`config.mk`:
```
export PLATFORM = sky130hd
export DESIGN_NAME = clm_front
export DESIGN_NICKNAME = d
export VERILOG_FILES = /design/src/clm_pkg.sv /design/src/clm_front.sv
export SDC_FILE = /design/constraint.sdc
export NUM_CORES = 1
export LEC_CHECK = 0
export CAP_MARGIN = 5
export CORE_AREA = 8 8 164 120
export DETAILED_ROUTE_END_ITERATION = 12
export DIE_AREA = 0 0 172 128
export DONT_BUFFER_PORTS = 1
export GPL_ROUTABILITY_DRIVEN = 0
export PLACE_DENSITY = 0.81
export RECOVER_POWER = 25
export SYNTH_ARGS = -nofsm -noshare
export SYNTH_HDL_FRONTEND = slang
export SYNTH_SLANG_ARGS = --single-unit
```
`constraint.sdc`:
```
create_clock -name clk -period 8.5 [get_ports clk]
set_clock_uncertainty 0.05 [all_clocks]
set_input_delay 0.425 -clock clk [delete_from_list [all_inputs] [get_ports clk]]
set_output_delay 0.425 -clock clk [all_outputs]
set_load 0.01 [all_outputs]
```
`src/clm_pkg.sv`:
```
// ----------------------------------------------------------------------------
// clm_pkg: shared constants, types and tables of the camera local move unit
// Holds the fixed-point setup, the CORDIC arctangent table and the item type.
// ----------------------------------------------------------------------------
package clm_pkg;

	localparam int FRAC_BITS_DEF    = 16;
	localparam int ANGLE_BITS_DEF   = 16;
	localparam int CORDIC_STEPS_DEF = 16;
	localparam int TABLE_LEN        = 24;
	localparam int ANGLE_W          = 16;
	localparam int AMT_W            = 32;

	localparam logic signed [33:0] CORDIC_GAIN_Q30 = 34'sd652032874;

	// arctangent of 2^-i in turn units (2^32 = one turn)
	function automatic logic signed [33:0] atan_turns(input logic [4:0] i);
		case (i)
			5'd0:    atan_turns = 34'sh020000000;
			5'd1:    atan_turns = 34'sh012E4051E;
			5'd2:    atan_turns = 34'sh009FB385B;
			5'd3:    atan_turns = 34'sh0051111D4;
			5'd4:    atan_turns = 34'sh0028B0D43;
			5'd5:    atan_turns = 34'sh00145D7E1;
			5'd6:    atan_turns = 34'sh000A2F61E;
			5'd7:    atan_turns = 34'sh000517C55;
			5'd8:    atan_turns = 34'sh00028BE53;
			5'd9:    atan_turns = 34'sh000145F2F;
			5'd10:   atan_turns = 34'sh0000A2F98;
			5'd11:   atan_turns = 34'sh0000517CC;
			5'd12:   atan_turns = 34'sh000028BE6;
			5'd13:   atan_turns = 34'sh0000145F3;
			5'd14:   atan_turns = 34'sh00000A2FA;
			5'd15:   atan_turns = 34'sh00000517D;
			5'd16:   atan_turns = 34'sh0000028BE;
			5'd17:   atan_turns = 34'sh00000145F;
			5'd18:   atan_turns = 34'sh000000A30;
			5'd19:   atan_turns = 34'sh000000518;
			5'd20:   atan_turns = 34'sh00000028C;
			5'd21:   atan_turns = 34'sh000000146;
			5'd22:   atan_turns = 34'sh0000000A3;
			5'd23:   atan_turns = 34'sh000000051;
			default: atan_turns = 34'sh000000000;
		endcase
	endfunction

	// one angle prepared by the front part
	typedef struct packed {
		logic [1:0]         quad;
		logic               zero_res;
		logic signed [33:0] res;
	} angle_prep_t;

	// one queued move
	typedef struct packed {
		angle_prep_t              yaw;
		angle_prep_t              pitch;
		logic signed [AMT_W-1:0]  fwd;
		logic signed [AMT_W-1:0]  rgt;
		logic signed [AMT_W-1:0]  up;
	} move_item_t;

endpackage

```
`src/clm_front.sv`:
```
// ----------------------------------------------------------------------------
// clm_front: accept moves, split each angle into quadrant and residual
// Holds a short queue of classified moves for the back part.
// ----------------------------------------------------------------------------
module clm_front #(
	parameter int ANGLE_BITS = clm_pkg::ANGLE_BITS_DEF
) (
	input  logic                               clk,
	input  logic                               arst_n,
	input  logic                               push,
	output logic                               full,
	input  logic [clm_pkg::ANGLE_W-1:0]        yaw_angle,
	input  logic [clm_pkg::ANGLE_W-1:0]        pitch_angle,
	input  logic signed [clm_pkg::AMT_W-1:0]   forward_amount,
	input  logic signed [clm_pkg::AMT_W-1:0]   right_amount,
	input  logic signed [clm_pkg::AMT_W-1:0]   up_amount,
	output logic                               item_valid,
	input  logic                               item_take,
	output clm_pkg::move_item_t                item
);
	import clm_pkg::*;

	move_item_t slot_q [2];
	logic [1:0] cnt_q;
	logic       wptr_q, rptr_q;
	move_item_t new_item;

	function automatic angle_prep_t prep(input logic [ANGLE_W-1:0] a);
		logic [31:0] t, tr;
		angle_prep_t p;
		begin
			t          = {a[ANGLE_BITS-1:0], {(32-ANGLE_BITS){1'b0}}};
			tr         = t + 32'h2000_0000;
			p.quad     = tr[31:30];
			p.res      = 34'($signed({2'b00, t})) - 34'($signed({2'b00, tr[31:30], 30'd0}));
			if (tr[31:30] == 2'd0 && t[31])
				p.res = 34'($signed({2'b00, t})) - 34'sh100000000;
			p.zero_res = (p.res == 34'sd0);
			prep       = p;
		end
	endfunction

	// classify the incoming transaction
	always_comb begin
		new_item.yaw   = prep(yaw_angle);
		new_item.pitch = prep(pitch_angle);
		new_item.fwd   = forward_amount;
		new_item.rgt   = right_amount;
		new_item.up    = up_amount;
	end

	assign full       = (cnt_q == 2'd2);
	assign item_valid = (cnt_q != 2'd0);
	assign item       = slot_q[rptr_q];

	// store classified moves
	always_ff @(posedge clk) begin
		if (push && !full)
			slot_q[wptr_q] <= new_item;
	end

	// advance queue pointers
	always_ff @(posedge clk or negedge arst_n) begin
		if (!arst_n) begin
			cnt_q  <= 2'd0;
			wptr_q <= 1'b0;
			rptr_q <= 1'b0;
		end else begin
			if (push && !full)
				wptr_q <= ~wptr_q;
			if (item_take && item_valid)
				rptr_q <= ~rptr_q;
			cnt_q <= cnt_q + 2'((push && !full) ? 1 : 0) - 2'((item_take && item_valid) ? 1 : 0);
		end
	end

`ifndef SYNTHESIS
	a_cnt_max: assert property (@(posedge clk) disable iff (!arst_n) cnt_q <= 2'd2)
		else $error("front queue overfilled");
	a_full_hold: assert property (@(posedge clk) disable iff (!arst_n)
		full && !item_take |=> full)
		else $error("front queue lost an item");
	a_take_valid: assert property (@(posedge clk) disable iff (!arst_n)
		cnt_q == 2'd0 |-> !item_valid)
		else $error("empty queue shows an item");
`endif

endmodule

```
==> flow_results.xml <==
<?xml version="1.0" encoding="UTF-8"?>
<metrics>
  <group name="clock_tree">
    <metric name="cts-buffers-inserted" unit="">25</metric>
    <metric name="root_buf_cell" unit="">sky130_fd_sc_hd__clkbuf_16</metric>
    <metric name="path_clk_slew" unit="ps">60</metric>
    <metric name="ctsHtreeMaxLevel" unit="">1</metric>
    <metric name="clock_path_buffers" unit="">3</metric>
    <metric name="cts_num_sinks" unit="">276</metric>
    <metric name="cts_resized" unit="">0</metric>
    <metric name="clock_latency" unit="ps">490</metric>
    <metric name="cts_tree" unit="">done</metric>
  </group>
  <group name="setup_path">
    <metric name="worst_r2r_endpoint" unit="">slot_q[0][127]</metric>
    <metric name="worstPathMaxFanout" unit="">91</metric>
    <metric name="worst_r2r_startpoint" unit="">cnt_q[1]</metric>
    <metric name="arrival" unit="ps">2880</metric>
    <metric name="setup.worst_path.start_class" unit="">flip-flop</metric>
    <metric name="timing_worst_setup_path_type" unit="">flip-flop to primary output</metric>
    <metric name="critical_path_rt" unit="ps">8030</metric>
    <metric name="r2r_slack" unit="ps">5720</metric>
    <metric name="reg2regPathDepth" unit="">5</metric>
    <metric name="critical_path.endpoint_type" unit="">primary output</metric>
  </group>
  <group name="floorplanning">
    <metric name="dieHeight" unit="um">128</metric>
    <metric name="design.die.area" unit="mm2">0.0220</metric>
    <metric name="ios" unit="">304</metric>
    <metric name="initial_core_util" unit="%">61.0</metric>
    <metric name="core-area" unit="mm2">0.0173</metric>
    <metric name="std_cell_rows" unit="">41</metric>
    <metric name="die_width" unit="um">172</metric>
  </group>
  <group name="layout">
    <metric name="layout.nets" unit="">790</metric>
    <metric name="syn_to_final_growth" unit="%">18.5</metric>
    <metric name="final_layout_size_suffix_gt1_share" unit="%">25.8</metric>
    <metric name="postLayoutCellArea" unit="mm2">0.0125</metric>
  </group>
  <group name="drt">
    <metric name="drt_wl_total" unit="um">22800</metric>
    <metric name="dr.first_iter.drc_count" unit="">333</metric>
    <metric name="avgRoutedWirePerCell" unit="um">25.2</metric>
    <metric name="ant_nets" unit="">0</metric>
    <metric name="vias_per_std_cell" unit="">5.52</metric>
    <metric name="drcViolationCount" unit="">0</metric>
    <metric name="dr_total_vias" unit="">4994</metric>
    <metric name="drt_pre_antenna_iters" unit="">4</metric>
  </group>
  <group name="synth">
    <metric name="synth_top_family_by_area" unit="">multiplexers</metric>
    <metric name="synth_sequential_area_ratio" unit="%">78.2</metric>
    <metric name="yosys.area_share.adder" unit="%">0.710</metric>
    <metric name="synth_xor_area_share" unit="%">0.497</metric>
    <metric name="netlist_instances" unit="">514</metric>
    <metric name="synth_compound_area_share" unit="%">0.308</metric>
    <metric name="synth.cell_area" unit="mm2">0.0106</metric>
    <metric name="synth_warnings" unit="">0</metric>
    <metric name="muxShareOfSynthArea" unit="%">14.5</metric>
    <metric name="fraction_of_the_mapped_netlist_area_in_simple_logic_gates" unit="%">1.30</metric>
    <metric name="syn-mean-instance-area" unit="um2">20.6</metric>
    <metric name="synth.top_cells.by_area" unit="">sky130_fd_sc_hd__edfxtp_1, sky130_fd_sc_hd__mux2_2, sky130_fd_sc_hd__buf_4, sky130_fd_sc_hd__clkbuf_8, sky130_fd_sc_hd__dfrtp_1</metric>
    <metric name="netlist.top_cell.by_area" unit="">sky130_fd_sc_hd__edfxtp_1</metric>
    <metric name="ys_ff_latch" unit="">276</metric>
    <metric name="netlist-cell-type-count" unit="">23</metric>
    <metric name="synth_top_area_share" unit="%">77.3</metric>
  </group>
  <group name="global_route">
    <metric name="globalRouteOverflowTotal" unit="">0</metric>
    <metric name="antenna_violations_before_repair" unit="">2</metric>
    <metric name="groute.usage.overall" unit="%">19.8</metric>
    <metric name="grt_start_max_net_pins" unit="">92</metric>
    <metric name="grt_first_pass_wirelength" unit="um">32900</metric>
    <metric name="via_count_of_the_first_global_routing_pass" unit="">5411</metric>
  </group>
  <group name="timing">
    <metric name="grt_setup_unrepaired" unit="">false</metric>
    <metric name="worst_slack" unit="ps">5150</metric>
    <metric name="setup_total_negative_slack" unit="ps">0</metric>
    <metric name="slew_headroom" unit="%">22.5</metric>
    <metric name="hold_slack" unit="ps">111</metric>
    <metric name="timing_hold_violations_final" unit="">0</metric>
    <metric name="period_share" unit="%">39.4</metric>
    <metric name="final_max_slew_viol_count" unit="">0</metric>
    <metric name="highest_achievable_clock_rate" unit="MHz">298</metric>
    <metric name="period_needed" unit="ps">3350</metric>
    <metric name="final-setup-viol-count" unit="">0</metric>
    <metric name="worst_slew_pin_slew" unit="ps">1160</metric>
  </group>
  <group name="placed_design">
    <metric name="detailed_place.area" unit="mm2">0.0106</metric>
    <metric name="dp_slack" unit="ps">5670</metric>
    <metric name="hpwl_after_detailed_placement" unit="um">13400</metric>
    <metric name="port_buffer_count" unit="">0</metric>
  </group>
  <group name="pwr">
    <metric name="p_leak" unit="nW">4.25</metric>
    <metric name="peakVddDrop" unit="mV">0.229</metric>
    <metric name="powerDensity" unit="mW/mm2">318</metric>
  </group>
  <group name="hold_path">
    <metric name="hold_path.class" unit="">input pin to flip-flop</metric>
    <metric name="whs_path_depth" unit="">1</metric>
    <metric name="min-delay-start" unit="">pitch_angle[15]</metric>
    <metric name="worst_hold_path.endpoint" unit="">slot_q[0][132]</metric>
  </group>
  <group name="outcome">
    <metric name="result_of_the_run" unit="">finished, final reports clean</metric>
  </group>
  <group name="run">
    <metric name="timing.max_cap.violations" unit="">0</metric>
  </group>
</metrics>
==> critical path: stages (launching register included) <==
cell,delay (ps)
sky130_fd_sc_hd__dfrtp_4,830
sky130_fd_sc_hd__buf_4,950
sky130_fd_sc_hd__mux2_2,480
==> area by class of cell <==
type / count / area, um2
antenna: 2 / 5.00
clock buffer: 29 / 641
clock inverter: 12 / 50.0
fill: 999 / 4810
inverter: 6 / 22.5
multi-input combinational: 214 / 1960
sequential: 276 / 8270
tap: 236 / 295
timing repair buffer: 129 / 1280
==> flip-flops by register name (all words and copies together), names as in the netlist <==
signal and flops:
slot_q 272, cnt_q 2, rptr_q 1, wptr_q 1
==> cells by family (layout without fill, tap and decap cells) <==
family,count (synthesis),count (layout)
buffers and inverters,55,176
multiplexers,136,136
XOR/XNOR,6,6
AO/OA/AOI/OAI,6,6
other,1,34
AND/OR/NAND/NOR,28,28
flip-flops,276,276
adder cells (fa/ha/maj),6,6
==> through the flow <==
step | cells | utilization [%] | power [W]
2_1_floorplan | 545 | - | 0.00288
3_3_place_gp | 736 | 61.0 | 0.00294
3_5_place_dp | 736 | 61.0 | 0.00298
4_1_cts | 902 | 72.2 | 0.00400
5_1_grt | 904 | 72.3 | 0.00415
6_report | 904 | 72.3 | 0.00399
==> cell usage after synthesis <==
cell type                    n
sky130_fd_sc_hd__nor2_1      9
sky130_fd_sc_hd__a31oi_1     2
sky130_fd_sc_hd__or2_1       1
sky130_fd_sc_hd__nand2b_1    1
sky130_fd_sc_hd__o21ai_0     2
sky130_fd_sc_hd__dfrtp_1     4
sky130_fd_sc_hd__inv_1       6
sky130_fd_sc_hd__nand3_1     2
sky130_fd_sc_hd__and3_1      1
sky130_fd_sc_hd__edfxtp_1  272
sky130_fd_sc_hd__conb_1      1
sky130_fd_sc_hd__ha_1        6
sky130_fd_sc_hd__a21oi_1     2
sky130_fd_sc_hd__nand2_1     5
sky130_fd_sc_hd__xor2_1      3
sky130_fd_sc_hd__clkbuf_8   10
sky130_fd_sc_hd__and2_1      1
sky130_fd_sc_hd__nor4_1      6
sky130_fd_sc_hd__nand4_1     2
sky130_fd_sc_hd__mux2_2    136
sky130_fd_sc_hd__buf_6       5
sky130_fd_sc_hd__xnor2_1     3
sky130_fd_sc_hd__buf_4      34
==> cells in the final DEF (no fill, tap or decap) <==
cell type	count
sky130_fd_sc_hd__a21oi_1	2
sky130_fd_sc_hd__a31oi_1	2
sky130_fd_sc_hd__and2_1	1
sky130_fd_sc_hd__and3_4	1
sky130_fd_sc_hd__buf_4	4
sky130_fd_sc_hd__clkbuf_1	4
sky130_fd_sc_hd__clkbuf_16	25
sky130_fd_sc_hd__clkinv_1	8
sky130_fd_sc_hd__clkinv_2	4
sky130_fd_sc_hd__conb_1	32
sky130_fd_sc_hd__dfrtp_1	3
sky130_fd_sc_hd__dfrtp_4	1
sky130_fd_sc_hd__diode_2	2
sky130_fd_sc_hd__dlygate4sd3_1	125
sky130_fd_sc_hd__edfxtp_1	272
sky130_fd_sc_hd__ha_1	6
sky130_fd_sc_hd__inv_1	6
sky130_fd_sc_hd__mux2_2	136
sky130_fd_sc_hd__nand2_1	5
sky130_fd_sc_hd__nand2b_1	1
sky130_fd_sc_hd__nand3_1	2
sky130_fd_sc_hd__nand4_1	2
sky130_fd_sc_hd__nor2_1	8
sky130_fd_sc_hd__nor2_4	1
sky130_fd_sc_hd__nor4_1	6
sky130_fd_sc_hd__o21ai_0	2
sky130_fd_sc_hd__or2_1	1
sky130_fd_sc_hd__xnor2_1	3
sky130_fd_sc_hd__xor2_1	3
==> worst max path at each step <==
stage / from / to / slack (ps) / cells after the start
floorplan: cnt_q[1] / slot_q[0][0] / 1580 / 3
global placement: rptr_q / item[129] / 5700 / 2
detailed placement: cnt_q[0] / slot_q[0][64] / 5670 / 5
CTS: rptr_q / item[129] / 5120 / 2
global route: rptr_q / item[70] / 5000 / 2
finish: rptr_q / item[70] / 5150 / 2
==> report_power, final <==
group | switching, W | internal [W] | leakage (nW) | total, W
clock network | 0.000443 | 0.000533 | 0.341 | 0.000976
logic | 0.000629 | 0.000393 | 1.34 | 0.00102
registers | 0.000121 | 0.00187 | 2.57 | 0.00199
==> repair_timing <==
| action | CTS | global route |
|---|---|---|
| endpoints found under the hold margin | 252 | 0 |
| hold buffers | 125 | 0 |
| buffers inserted | 0 | 0 |
==> per-layer routing <==
layer	vias to the layer above	GRT usage (%)	part of all wire, %
met5	-	0	0
met4	0	3.79	1.5
met3	28	8.28	11
met2	254	34.8	50
met1	2501	22.4	37
li1	2211	-	-
(Power assumes the default switching activity.)
